--- src/rtl/syn_ack_timing_drop_table_defines.svh ---
// ----------------------------------------------------------------------------
// SYN / SYN-ACK timing drop table: assertion macros
// Concurrent assertion wrappers, compiled out for synthesis.
// ----------------------------------------------------------------------------
`ifndef SYN_ACK_TIMING_DROP_TABLE_DEFINES_SVH
`define SYN_ACK_TIMING_DROP_TABLE_DEFINES_SVH

`ifndef SYNTHESIS

// property that must hold at every clock edge outside reset
`define SATDT_ASSERT(label, clk, rst, prop) \
   label: assert property (@(posedge clk) disable iff (rst) (prop)) \
      else $error("satdt assertion failed");

// implication checked at every clock edge outside reset
`define SATDT_ASSERT_IMPL(label, clk, rst, ante, cons) \
   label: assert property (@(posedge clk) disable iff (rst) (ante) |-> (cons)) \
      else $error("satdt implication failed");

`else

`define SATDT_ASSERT(label, clk, rst, prop)
`define SATDT_ASSERT_IMPL(label, clk, rst, ante, cons)

`endif

`endif

--- src/rtl/satdt_pkg.sv ---
// ----------------------------------------------------------------------------
// satdt_pkg
// Types and constants shared by the SYN / SYN-ACK timing drop table.
// ----------------------------------------------------------------------------
package satdt_pkg;

   // item function codes
   localparam logic [1:0] FUNC_PASS     = 2'd0;
   localparam logic [1:0] FUNC_REGISTER = 2'd1;
   localparam logic [1:0] FUNC_CHECK    = 2'd2;

   // reset value of the speed limit in ms
   localparam logic [31:0] SPEED_LIMIT_RESET = 32'd150;

   // one pending syn
   typedef struct packed {
      logic [31:0] remote_addr;
      logic [15:0] peer_port;
      logic [15:0] host_port;
      logic [31:0] time_ms;
   } entry_type;

   // verdict of the compare unit on one entry
   typedef struct packed {
      logic expired;
      logic match;
   } cmp_result_type;

   // sequencer states
   typedef enum logic {
      ST_IDLE,
      ST_SCAN
   } state_type;

endpackage

--- src/rtl/satdt_entry_ram.sv ---
// ----------------------------------------------------------------------------
// satdt_entry_ram
// Entry store: one write port, one read port with registered read data.
// ----------------------------------------------------------------------------
module satdt_entry_ram #(
   parameter int TABLE_DEPTH = 16,
   parameter int ADDR_W      = 4
) (
   input  logic                  clock,
   input  logic                  wr_en,
   input  logic [ADDR_W-1:0]     wr_addr,
   input  satdt_pkg::entry_type  wr_data,
   input  logic [ADDR_W-1:0]     rd_addr,
   output satdt_pkg::entry_type  rd_data
);
   import satdt_pkg::*;

   entry_type mem_ff [TABLE_DEPTH];
   entry_type rd_data_ff;

   // write port
   always_ff @(posedge clock) begin
      if (wr_en) begin
         mem_ff[wr_addr] <= wr_data;
      end
   end

   // registered read port
   always_ff @(posedge clock) begin
      rd_data_ff <= mem_ff[rd_addr];
   end

   assign rd_data = rd_data_ff;

endmodule

--- src/rtl/satdt_age_cmp.sv ---
// ----------------------------------------------------------------------------
// satdt_age_cmp
// Shared compare unit: wrapping age test and three-key match on one entry.
// ----------------------------------------------------------------------------
module satdt_age_cmp (
   input  satdt_pkg::entry_type       entry,
   input  logic [31:0]                key_addr,
   input  logic [15:0]                key_rport,
   input  logic [15:0]                key_lport,
   input  logic [31:0]                now_ms,
   input  logic [31:0]                limit_ms,
   output satdt_pkg::cmp_result_type  result
);
   import satdt_pkg::*;

   logic [31:0] age;

   // age modulo 2^32, then limit compare
   assign age            = now_ms - entry.time_ms;
   assign result.expired = (age > limit_ms);

   // all three keys must agree
   assign result.match = (entry.remote_addr == key_addr) &&
                         (entry.peer_port == key_rport) &&
                         (entry.host_port == key_lport);

endmodule

--- src/rtl/syn_ack_timing_drop_table.sv ---
// ----------------------------------------------------------------------------
// syn_ack_timing_drop_table
// FIFO table of outgoing SYNs; flags SYN-ACKs that arrive too quickly.
// ----------------------------------------------------------------------------
// Usage
//   Input: drive req_* and raise start; the word is taken at an edge where
//   start is high and busy is low. req_func 1 appends a SYN entry (the oldest
//   one is overwritten when the table is full), 2 checks a SYN-ACK, anything
//   else passes.
//   Output: exactly one result word per input word, shown on rsp_* for one
//   cycle with rsp_valid high. The receiver cannot stall; it must take it.
//   Pass and register words answer in the cycle after acceptance and
//   busy stays low, so one such word can be taken every cycle.
//   Check words walk the held entries through one compare unit, one entry
//   per cycle over the single read port of the entry memory; busy is high
//   from acceptance until the answer shows. Expired entries are dropped and
//   survivors are packed toward the head in the same pass.
//   Configuration: csr_wdata sets the speed limit in ms when csr_valid and
//   csr_ready are high; csr_ready is high while the block is idle.
//   Reset: synchronous; the table empties, the speed limit returns to 150.
//   No clearing pass is needed after reset.
// ----------------------------------------------------------------------------
`include "syn_ack_timing_drop_table_defines.svh"

module syn_ack_timing_drop_table #(
   parameter int TABLE_DEPTH = 16
) (
   input  logic                                 clock,
   input  logic                                 reset,
   // request channel
   input  logic                                 start,
   output logic                                 busy,
   input  logic [1:0]                           req_func,
   input  logic [31:0]                          req_remote_addr,
   input  logic [15:0]                          req_peer_port,
   input  logic [15:0]                          req_host_port,
   input  logic [31:0]                          req_now_ms,
   // response channel
   output logic                                 rsp_valid,
   output logic                                 rsp_drop,
   output logic [$clog2(TABLE_DEPTH+1)-1:0]     rsp_pending_count,
   // configuration channel
   input  logic                                 csr_valid,
   output logic                                 csr_ready,
   input  logic [31:0]                          csr_wdata
);
   import satdt_pkg::*;

   localparam int ADDR_W = $clog2(TABLE_DEPTH);
   localparam int CNT_W  = $clog2(TABLE_DEPTH + 1);

   localparam logic [CNT_W-1:0] DEPTH_CNT = CNT_W'(TABLE_DEPTH);
   localparam logic [CNT_W-1:0] ONE_CNT   = CNT_W'(1);

   // head plus offset, wrapped into the table
   function automatic logic [ADDR_W-1:0] slot_of(input logic [ADDR_W-1:0] head,
                                                 input logic [CNT_W-1:0]  off);
      logic [CNT_W:0] sum;
      sum = (CNT_W+1)'(head) + (CNT_W+1)'(off);
      if (sum >= (CNT_W+1)'(TABLE_DEPTH)) begin
         sum = sum - (CNT_W+1)'(TABLE_DEPTH);
      end
      return sum[ADDR_W-1:0];
   endfunction

   // control state
   state_type          state_ff, state_in;
   logic [ADDR_W-1:0]  head_ff, head_in;
   logic [CNT_W-1:0]   count_ff, count_in;
   logic [31:0]        limit_ff, limit_in;
   logic [CNT_W-1:0]   rd_idx_ff, rd_idx_in;
   logic [CNT_W-1:0]   ev_idx_ff, ev_idx_in;
   logic [CNT_W-1:0]   kept_ff, kept_in;
   logic               pend_ff, pend_in;
   logic               found_ff, found_in;
   logic               rsp_valid_ff, rsp_valid_in;

   // payload registers
   logic [31:0]        key_addr_ff, key_addr_in;
   logic [15:0]        key_rport_ff, key_rport_in;
   logic [15:0]        key_lport_ff, key_lport_in;
   logic [31:0]        now_ff, now_in;
   logic               rsp_drop_ff, rsp_drop_in;
   logic [CNT_W-1:0]   rsp_count_ff, rsp_count_in;

   // memory and compare unit hookup
   logic               wr_en;
   logic [ADDR_W-1:0]  wr_addr;
   entry_type          wr_data;
   logic [ADDR_W-1:0]  rd_addr;
   entry_type          rd_data;
   cmp_result_type     cmp;

   logic               accept;
   logic               issue;

   satdt_entry_ram #(
      .TABLE_DEPTH (TABLE_DEPTH),
      .ADDR_W      (ADDR_W)
   ) u_ram (
      .clock   (clock),
      .wr_en   (wr_en),
      .wr_addr (wr_addr),
      .wr_data (wr_data),
      .rd_addr (rd_addr),
      .rd_data (rd_data)
   );

   satdt_age_cmp u_cmp (
      .entry     (rd_data),
      .key_addr  (key_addr_ff),
      .key_rport (key_rport_ff),
      .key_lport (key_lport_ff),
      .now_ms    (now_ff),
      .limit_ms  (limit_ff),
      .result    (cmp)
   );

   assign busy      = (state_ff != ST_IDLE);
   assign accept    = start && !busy;
   assign csr_ready = !busy;
   assign issue     = (rd_idx_ff != count_ff);

   // sequencer state registers
   always_ff @(posedge clock) begin
      if (reset) begin
         state_ff     <= ST_IDLE;
         head_ff      <= '0;
         count_ff     <= '0;
         limit_ff     <= SPEED_LIMIT_RESET;
         rd_idx_ff    <= '0;
         ev_idx_ff    <= '0;
         kept_ff      <= '0;
         pend_ff      <= 1'b0;
         found_ff     <= 1'b0;
         rsp_valid_ff <= 1'b0;
      end else begin
         state_ff     <= state_in;
         head_ff      <= head_in;
         count_ff     <= count_in;
         limit_ff     <= limit_in;
         rd_idx_ff    <= rd_idx_in;
         ev_idx_ff    <= ev_idx_in;
         kept_ff      <= kept_in;
         pend_ff      <= pend_in;
         found_ff     <= found_in;
         rsp_valid_ff <= rsp_valid_in;
      end
   end

   // payload registers
   always_ff @(posedge clock) begin
      key_addr_ff  <= key_addr_in;
      key_rport_ff <= key_rport_in;
      key_lport_ff <= key_lport_in;
      now_ff       <= now_in;
      rsp_drop_ff  <= rsp_drop_in;
      rsp_count_ff <= rsp_count_in;
   end

   // next state and datapath control
   always_comb begin
      state_in     = state_ff;
      head_in      = head_ff;
      count_in     = count_ff;
      limit_in     = limit_ff;
      rd_idx_in    = rd_idx_ff;
      ev_idx_in    = ev_idx_ff;
      kept_in      = kept_ff;
      pend_in      = pend_ff;
      found_in     = found_ff;
      rsp_valid_in = 1'b0;
      key_addr_in  = key_addr_ff;
      key_rport_in = key_rport_ff;
      key_lport_in = key_lport_ff;
      now_in       = now_ff;
      rsp_drop_in  = rsp_drop_ff;
      rsp_count_in = rsp_count_ff;
      wr_en        = 1'b0;
      wr_addr      = slot_of(head_ff, count_ff);
      wr_data      = '{remote_addr: req_remote_addr, peer_port: req_peer_port,
                       host_port: req_host_port, time_ms: req_now_ms};
      rd_addr      = slot_of(head_ff, rd_idx_ff);

      // configuration write
      if (csr_valid && csr_ready) begin
         limit_in = csr_wdata;
      end

      case (state_ff)
         ST_IDLE: begin
            if (accept) begin
               key_addr_in  = req_remote_addr;
               key_rport_in = req_peer_port;
               key_lport_in = req_host_port;
               now_in       = req_now_ms;
               rsp_valid_in = 1'b1;
               rsp_drop_in  = 1'b0;
               rsp_count_in = count_ff;
               case (req_func)
                  FUNC_REGISTER: begin
                     // append at the tail, overwrite the oldest when full
                     wr_en = 1'b1;
                     if (count_ff == DEPTH_CNT) begin
                        head_in = slot_of(head_ff, ONE_CNT);
                     end else begin
                        count_in     = count_ff + ONE_CNT;
                        rsp_count_in = count_ff + ONE_CNT;
                     end
                  end
                  FUNC_CHECK: begin
                     rsp_valid_in = 1'b0;
                     state_in     = ST_SCAN;
                     rd_idx_in    = '0;
                     ev_idx_in    = '0;
                     kept_in      = '0;
                     pend_in      = 1'b0;
                     found_in     = 1'b0;
                  end
                  FUNC_PASS: begin
                     rsp_count_in = count_ff;
                  end
                  default: begin
                     rsp_count_in = count_ff;
                  end
               endcase
            end
         end
         ST_SCAN: begin
            // issue the next read
            pend_in = issue;
            if (issue) begin
               rd_idx_in = rd_idx_ff + ONE_CNT;
            end
            // evaluate the word read last cycle, pack survivors to the head
            wr_data = rd_data;
            wr_addr = slot_of(head_ff, kept_ff);
            if (pend_ff) begin
               ev_idx_in = ev_idx_ff + ONE_CNT;
               if (!cmp.expired) begin
                  found_in = found_ff | cmp.match;
                  wr_en    = (kept_ff != ev_idx_ff);
                  kept_in  = kept_ff + ONE_CNT;
               end
            end
            // finish when nothing is in flight
            if (!issue && !pend_ff) begin
               state_in     = ST_IDLE;
               count_in     = kept_ff;
               rsp_valid_in = 1'b1;
               rsp_drop_in  = found_ff;
               rsp_count_in = kept_ff;
            end
         end
         default: begin
            state_in = ST_IDLE;
         end
      endcase
   end

   assign rsp_valid         = rsp_valid_ff;
   assign rsp_drop          = rsp_drop_ff;
   assign rsp_pending_count = rsp_count_ff;

   // checks
   `SATDT_ASSERT(a_count_bound, clock, reset, count_ff <= DEPTH_CNT)
   `SATDT_ASSERT_IMPL(a_kept_bound, clock, reset, state_ff == ST_SCAN, kept_ff <= ev_idx_ff)
   `SATDT_ASSERT_IMPL(a_done_strobe, clock, reset, $fell(busy), rsp_valid)
   `SATDT_ASSERT_IMPL(a_drop_from_check, clock, reset, rsp_valid && rsp_drop, $past(busy))

endmodule

--- config.mk ---
export PLATFORM = sky130hd
export DESIGN_NAME = syn_ack_timing_drop_table
export DESIGN_NICKNAME = d
export VERILOG_FILES = /design/src/rtl/satdt_pkg.sv /design/src/rtl/satdt_entry_ram.sv /design/src/rtl/satdt_age_cmp.sv /design/src/rtl/syn_ack_timing_drop_table.sv
export VERILOG_INCLUDE_DIRS = /design/src /design/src/rtl
export SDC_FILE = /design/constraint.sdc
export NUM_CORES = 2
export LEC_CHECK = 0
export BUFFER_PORTS_ARGS = -buffer_cell sky130_fd_sc_hd__buf_2
export CAP_MARGIN = 20
export CORE_AREA = 2 2 378 380
export DETAILED_ROUTE_END_ITERATION = 7
export DIE_AREA = 0 0 380 382
export PLACE_DENSITY = 0.77
export SLEW_MARGIN = 40
export SYNTH_ARGS = -nofsm -noshare
export SYNTH_HDL_FRONTEND = slang
export SYNTH_SLANG_ARGS = --single-unit
--- constraint.sdc ---
create_clock -name clock -period 16.4 [get_ports clock]
set_input_delay 0.82 -clock clock [delete_from_list [all_inputs] [get_ports clock]]
set_output_delay 0.82 -clock clock [all_outputs]
set_load 0.1 [all_outputs]
[Word-level counts from Yosys, hierarchy flattened]
Memories as Yosys holds them, arrays and structs flattened. A register that Yosys moved wholly into a read port is not among the register bits.
Index checks and enable logic that the tools add are counted.
W data, S select, Z words.
Operators by class
  $add $sub $neg: 13
  bitwise logic cells: 2
  equality and inequality tests: 14
  reductions and logical operators: 15
  $lt $le $gt $ge: 5
  muxes and demuxes: 44
Operators by type and width (count)
  $mux W96: 1
  $mux W5: 10
  $pmux W5 S2: 4
  $eq A16 B16 Y1: 2
  $eq A32 B32 Y1: 1
  $gt A32 B32 Y1: 1
  $sub A32 B32 Y32: 1
  $add A5 B1 Y5 const B: 4
  $mux W4: 5
  $add A4 B5 Y6: 3
  $ge A6 B5 Y1 const B: 3
  $mux W1: 18
  $sub A4 B1 Y4 const B: 4
  $pmux W1 S2: 6
  $ne A5 B5 Y1: 2
  $ne A2 B1 Y1 const B: 4
  $reduce_and A4 Y1: 2
  $reduce_and A2 Y1: 3
  $reduce_and A3 Y1: 2
  $add A4 B1 Y5 const B: 1
  $eq A5 B5 Y1 const B: 1
  $ge A5 B5 Y1 const B: 1
  $logic_and A1 B1 Y1: 5
  $ne A2 B2 Y1 const B: 2
  other kinds (5): 7
Storage, ports and cells
  register bits after elaboration: 162
  RAM bits: 1536
  logic and storage cells: 110
  memories: 1
Memory list
  u_ram.mem_ff: depth 16, bits a word 96, rd ports 1, clocked after memory_dff 1, wr ports 1, line satdt_entry_ram.sv:18  | entry_type mem_ff [TABLE_DEPTH];

[Longest topological paths before layout]
  word-level depth: 7
  gate-level depth with buffers: 22

[Modules after synthesis]
A second synthesis with hierarchy kept.
Second synthesis, totals
  cells, all modules: 3493
  area total of the unflattened synthesis: 69819.5 um^2
By module, submodules not included
  satdt_entry_ram: instances 1, cells an instance 2460, area an instance 59354.4 um^2, seq. area each 48046.1 um^2
  syn_ack_timing_drop_table: instances 1, cells an instance 558, area an instance 7079.3 um^2, seq. area each 4264.1 um^2
  satdt_age_cmp: instances 1, cells an instance 475, area an instance 3385.7 um^2, seq. area each 0.0 um^2

[Worst setup path after synthesis]
OpenSTA, ideal clock, no wires.
  kind: input -> register
  start point: in start
  end point: mem u_ram.mem_ff[13][0] (netlist name), enable pin
  required time: 15849 ps
  buffers on the path: 1
  data arrival time: 8246 ps
  stages on the path: 5
  setup slack: 7603 ps
  cells stage by stage: nor2b_1 -> clkbuf_1 -> a32o_1 -> nand3_1 -> nor2_1
On the way
  word-level cells in the longest chain between the ends: 5
RTL lines
  from (decl): line syn_ack_timing_drop_table.sv:31  | input logic start,
  $logic_and A1 B1 Y1: line syn_ack_timing_drop_table.sv:120  | assign accept = start && !busy;
  $mux W1: line syn_ack_timing_drop_table.sv:192  | if (accept) begin
  $pmux W1 S2: line syn_ack_timing_drop_table.sv:190  | case (state_ff)
  $mux W1: line satdt_entry_ram.sv:23  | if (wr_en) begin
  $mux W1 (not written as such): line satdt_entry_ram.sv:24  | mem_ff[wr_addr] <= wr_data;
  to (decl): line satdt_entry_ram.sv:18
Every way passes these cells.

[Worst setup path after layout]
  start point: reg now_ff[0]
  end point: mem u_ram.mem_ff[9][43] (netlist name), enable pin
On the way
  word-level cells in the longest chain between the ends: 7
RTL lines
  from (decl): line syn_ack_timing_drop_table.sv:82  | logic [31:0] now_ff, now_in;
  from (signal assigned): line syn_ack_timing_drop_table.sv:156  | now_ff <= now_in;
  $sub A32 B32 Y32: line satdt_age_cmp.sv:19  | assign age = now_ms - entry.time_ms;
  $gt A32 B32 Y1: line satdt_age_cmp.sv:20  | assign result.expired = (age > limit_ms);
  $mux W1: line syn_ack_timing_drop_table.sv:240  | if (!cmp.expired) begin
  $mux W1: line syn_ack_timing_drop_table.sv:238  | if (pend_ff) begin
  $pmux W1 S2: line syn_ack_timing_drop_table.sv:190
  $mux W1: line satdt_entry_ram.sv:23
  $mux W1 (not written as such): line satdt_entry_ram.sv:24
Every way passes these cells.

==> impl_metrics.xml <==
<?xml version="1.0" encoding="UTF-8"?>
<metrics>
  <group name="logic_synthesis">
    <metric name="ys_top_cells_by_count" unit="">1638 x edfxtp_1, 478 x nand2_1, 384 x mux4_2, 156 x dfxtp_1, 123 x clkbuf_1</metric>
    <metric name="synthesis.nets" unit="">3966</metric>
    <metric name="synth_cell_type_count" unit="">64</metric>
    <metric name="post-synth-top-count-cell" unit="">edfxtp_1</metric>
    <metric name="ys.warnings.count" unit="">0</metric>
    <metric name="synthesis.instances" unit="">3754</metric>
    <metric name="synthDominantAreaCellType" unit="">edfxtp_1</metric>
    <metric name="ys_seq_elements" unit="">1794</metric>
    <metric name="syn-cell-area" unit="um2">70200</metric>
    <metric name="post-synth-top-area-fraction" unit="%">70.0</metric>
    <metric name="synth_edf_count" unit="">1638</metric>
    <metric name="prevailing_post_synth_register_cell" unit="">edfxtp_1</metric>
    <metric name="seq_area_frac_synth" unit="%">74.5</metric>
    <metric name="synth_async_sr_flop_share" unit="%">0</metric>
    <metric name="post_synth.cell_area_avg" unit="um2">18.7</metric>
    <metric name="yosys-top-cells-area" unit="">edfxtp_1 70%, mux4_2 12%, dfxtp_1 4.4%</metric>
  </group>
  <group name="routing">
    <metric name="remaining_drc_errors" unit="">0</metric>
    <metric name="detail_route.iter0.violations" unit="">4722</metric>
    <metric name="routed_wire_length_per_instance" unit="um">27.5</metric>
    <metric name="drtPass1Iterations" unit="">6</metric>
    <metric name="post_drt_via_cell_ratio" unit="">6.10</metric>
    <metric name="via_count" unit="">36600</metric>
    <metric name="ant_nets" unit="">0</metric>
    <metric name="finalWirelength" unit="um">165000</metric>
  </group>
  <group name="floorplanning">
    <metric name="die_height" unit="um">382</metric>
    <metric name="design.core.area" unit="um2">141000</metric>
    <metric name="die_area" unit="um2">145000</metric>
    <metric name="ios" unit="">143</metric>
    <metric name="initial_core_util" unit="%">49.8</metric>
    <metric name="row_count" unit="">138</metric>
    <metric name="fp.dieW" unit="um">380</metric>
  </group>
  <group name="min_path">
    <metric name="worst_hold_path_type" unit="">in -&gt; reg</metric>
  </group>
  <group name="worst_setup_path">
    <metric name="worst_setup_path_start_kind" unit="">register</metric>
    <metric name="critical_path_peak_fanout" unit="">51</metric>
    <metric name="criticalPathCategory" unit="">reg -&gt; reg</metric>
    <metric name="end_kind" unit="">register</metric>
    <metric name="required" unit="ns">16.82</metric>
    <metric name="cp.arrival" unit="ns">7.81</metric>
  </group>
  <group name="timing">
    <metric name="worstMarginPinSlew" unit="ns">0.843</metric>
    <metric name="setup_repair_after_global_routing_missed_its_margin" unit="">no</metric>
    <metric name="setup_viol" unit="">0</metric>
    <metric name="post-route-min-period" unit="ns">7.38</metric>
    <metric name="final.setup_skew" unit="ns">0.0313</metric>
    <metric name="final.setup.tns" unit="ns">0</metric>
    <metric name="maxClockFrequency" unit="MHz">135</metric>
    <metric name="hold_viol_final" unit="">0</metric>
    <metric name="worst_slack" unit="ns">9.02</metric>
    <metric name="slew_headroom" unit="%">43.8</metric>
    <metric name="post-route-period-util" unit="%">45.0</metric>
    <metric name="final_max_slew_viol_count" unit="">0</metric>
  </group>
  <group name="pwr">
    <metric name="power_per_cell_area" unit="nW/um2">118</metric>
    <metric name="worst_ir_drop_vdd" unit="V">0.0000915</metric>
    <metric name="power.total" unit="mW">9.37</metric>
    <metric name="total_leakage_power" unit="nW">26.4</metric>
  </group>
  <group name="global_routing">
    <metric name="grt_start_max_net_pins" unit="">85</metric>
    <metric name="grt_overall_usage" unit="%">22.8</metric>
    <metric name="antenna_violations_before_repair" unit="">15</metric>
    <metric name="global_route_wire_length_before_repair" unit="um">246000</metric>
    <metric name="remaining_global_route_overflow" unit="">0</metric>
    <metric name="grt_pass1_vias" unit="">37600</metric>
  </group>
  <group name="clock_network">
    <metric name="cts_inserted_buffers" unit="">171</metric>
    <metric name="clock_sinks" unit="">1794</metric>
    <metric name="tritoncts_clock_tree" unit="">done</metric>
    <metric name="clock_latency_at_the_later_pin_of_the_worst_skew_pair" unit="ns">0.81</metric>
    <metric name="cts_root_buf" unit="">clkbuf_16</metric>
    <metric name="cts_hold_buf" unit="">0</metric>
    <metric name="path_clk_slew" unit="ns">0.07</metric>
    <metric name="cts_setup_buffers" unit="">0</metric>
    <metric name="max-clock-path-buffers" unit="">3</metric>
    <metric name="cts.htree.levels" unit="">4</metric>
    <metric name="postCtsResizedCells" unit="">0</metric>
  </group>
  <group name="layout">
    <metric name="layout.cell_area.non_filler" unit="um2">79200</metric>
    <metric name="layout-area-overhead-vs-synth" unit="%">12.7</metric>
    <metric name="post_route_cells_drive_above_1_share" unit="%">24.0</metric>
    <metric name="finalCoreUtilization" unit="%">56.2</metric>
    <metric name="num-fill-cells" unit="">10300</metric>
    <metric name="final_net_count" unit="">4172</metric>
  </group>
  <group name="placement">
    <metric name="globalplace.congestion" unit="">0.821</metric>
    <metric name="post-dp-hpwl" unit="um">93700</metric>
    <metric name="port_buffers" unit="">142</metric>
    <metric name="dpl_worst_slack" unit="ns">8.91</metric>
    <metric name="placed_cell_area" unit="um2">73600</metric>
  </group>
  <group name="outcome">
    <metric name="run_status" unit="">finished, final reports clean</metric>
  </group>
  <group name="job">
    <metric name="cap_viol_max_count" unit="">0</metric>
  </group>
</metrics>
-- registers in the layout (all words and copies together), names as in the netlist, 16 cells and up --
| name | count |
|---|---|
| key_lport_ff | 16 |
| u_ram.mem_ff | 1536 |
| now_ff | 32 |
| limit_ff | 32 |
| key_addr_ff | 32 |
| u_ram.rd_data | 96 |
| key_rport_ff | 16 |
-- cell type report --
type | count | area (um2) | share of cell area [%]
timing repair buffer | 211 | 1560 | 1.97
clock buffer | 233 | 4700 | 5.93
sequential | 1794 | 52300 | 66.1
antenna | 4 | 10.0 | 0.0126
clock inverter | 87 | 802 | 1.01
tap | 1890 | 2360 | 2.99
inverter | 92 | 345 | 0.436
multi-input combinational | 1690 | 17100 | 21.6
-- worst paths after layout --
kind	start	end	slack, ns	depth (start not counted)
worst min-delay path	req_peer_port[0]	key_rport_ff[0]	0.20	1
worst min register to register	limit_ff[28]	limit_ff[28]	0.46	2
worst max-delay path	now_ff[0]	u_ram.mem_ff[9][43]	9.02	24
worst max register to register	now_ff[0]	u_ram.mem_ff[9][43]	9.02	24
-- kinds of logic after synthesis --
kind of cell	Yosys count	share of synthesized area (%)
flip-flops	1794	74.5
AND/OR/NAND/NOR	749	4.76
multiplexers	488	14.0
buffers and inverters	270	1.52
AO/OA/AOI/OAI	262	2.42
XOR/XNOR	113	1.41
adder cells (fa/ha/maj)	78	1.42
-- metal layers --
metal	GRT usage, %	part of all wire, %
met5	0	0.10
met4	6.73	2.4
met3	4.71	10
met2	36.8	48
met1	31.8	39
-- metrics by stage --
| stage | cells | hold WS, ns |
|---|---|---|
| 2_1_floorplan | 3754 | 0.427 |
| 3_3_place_gp | 5663 | 0.445 |
| 5_1_grt | 5997 | 0.184 |
| 3_5_place_dp | 5675 | 0.450 |
| 6_report | 6001 | 0.200 |
| 4_1_cts | 5995 | 0.148 |
-- power breakdown --
group | switching, mW | leakage (nW) | internal, mW | total, mW
Clock | 1.71 | 2.70 | 2.14 | 3.85
Sequential | 0.0235 | 16.1 | 5.07 | 5.10
Combinational | 0.281 | 7.59 | 0.149 | 0.430
-- critical path, cell delays in order (launching register included) --
cell,delay [ns]
edfxtp_1,0.36
inv_1,0.07
ha_1,0.16
inv_1,0.05
fa_1,0.39
a21o_1,0.20
a221oi_2,0.44
o21bai_2,0.16
a41oi_2,0.30
o31a_2,0.25
o211ai_1,0.11
a21oi_1,0.23
o21ai_1,0.10
xor2_1,0.15
ha_1,0.30
nand4_2,0.11
nor4_1,0.38
nand4_1,0.23
nand2_1,0.13
a21o_2,0.15
a32o_1,0.38
nand3_1,0.43
nor2_4,0.62
buf_4,0.64
buf_6,0.59
-- layout by cell type (no fill, tap or decap), drive strengths merged, types with 5 or more instances in the layout --
cell type,netlist,final
nor2,63,63
bufinv,0,7
xnor2,66,66
mux4,384,384
a221oi,7,7
mux2,99,99
o211ai,6,6
dfxtp,156,156
buf,55,210
and3,101,101
a211o,5,5
nand4,28,28
nand3,16,16
a21oi,66,66
inv,92,100
nor4,10,10
o21ai,18,18
nor3,11,11
xor2,47,47
clkbuf,123,234
clkinv,0,70
mux2i,5,5
nand2,479,479
o22ai,6,6
o21a,7,7
nor2b,13,13
ha,75,75
nand2b,8,8
edfxtp,1638,1638
a21o,25,25
a31oi,99,99
Power figures use the tool's default switching activity.
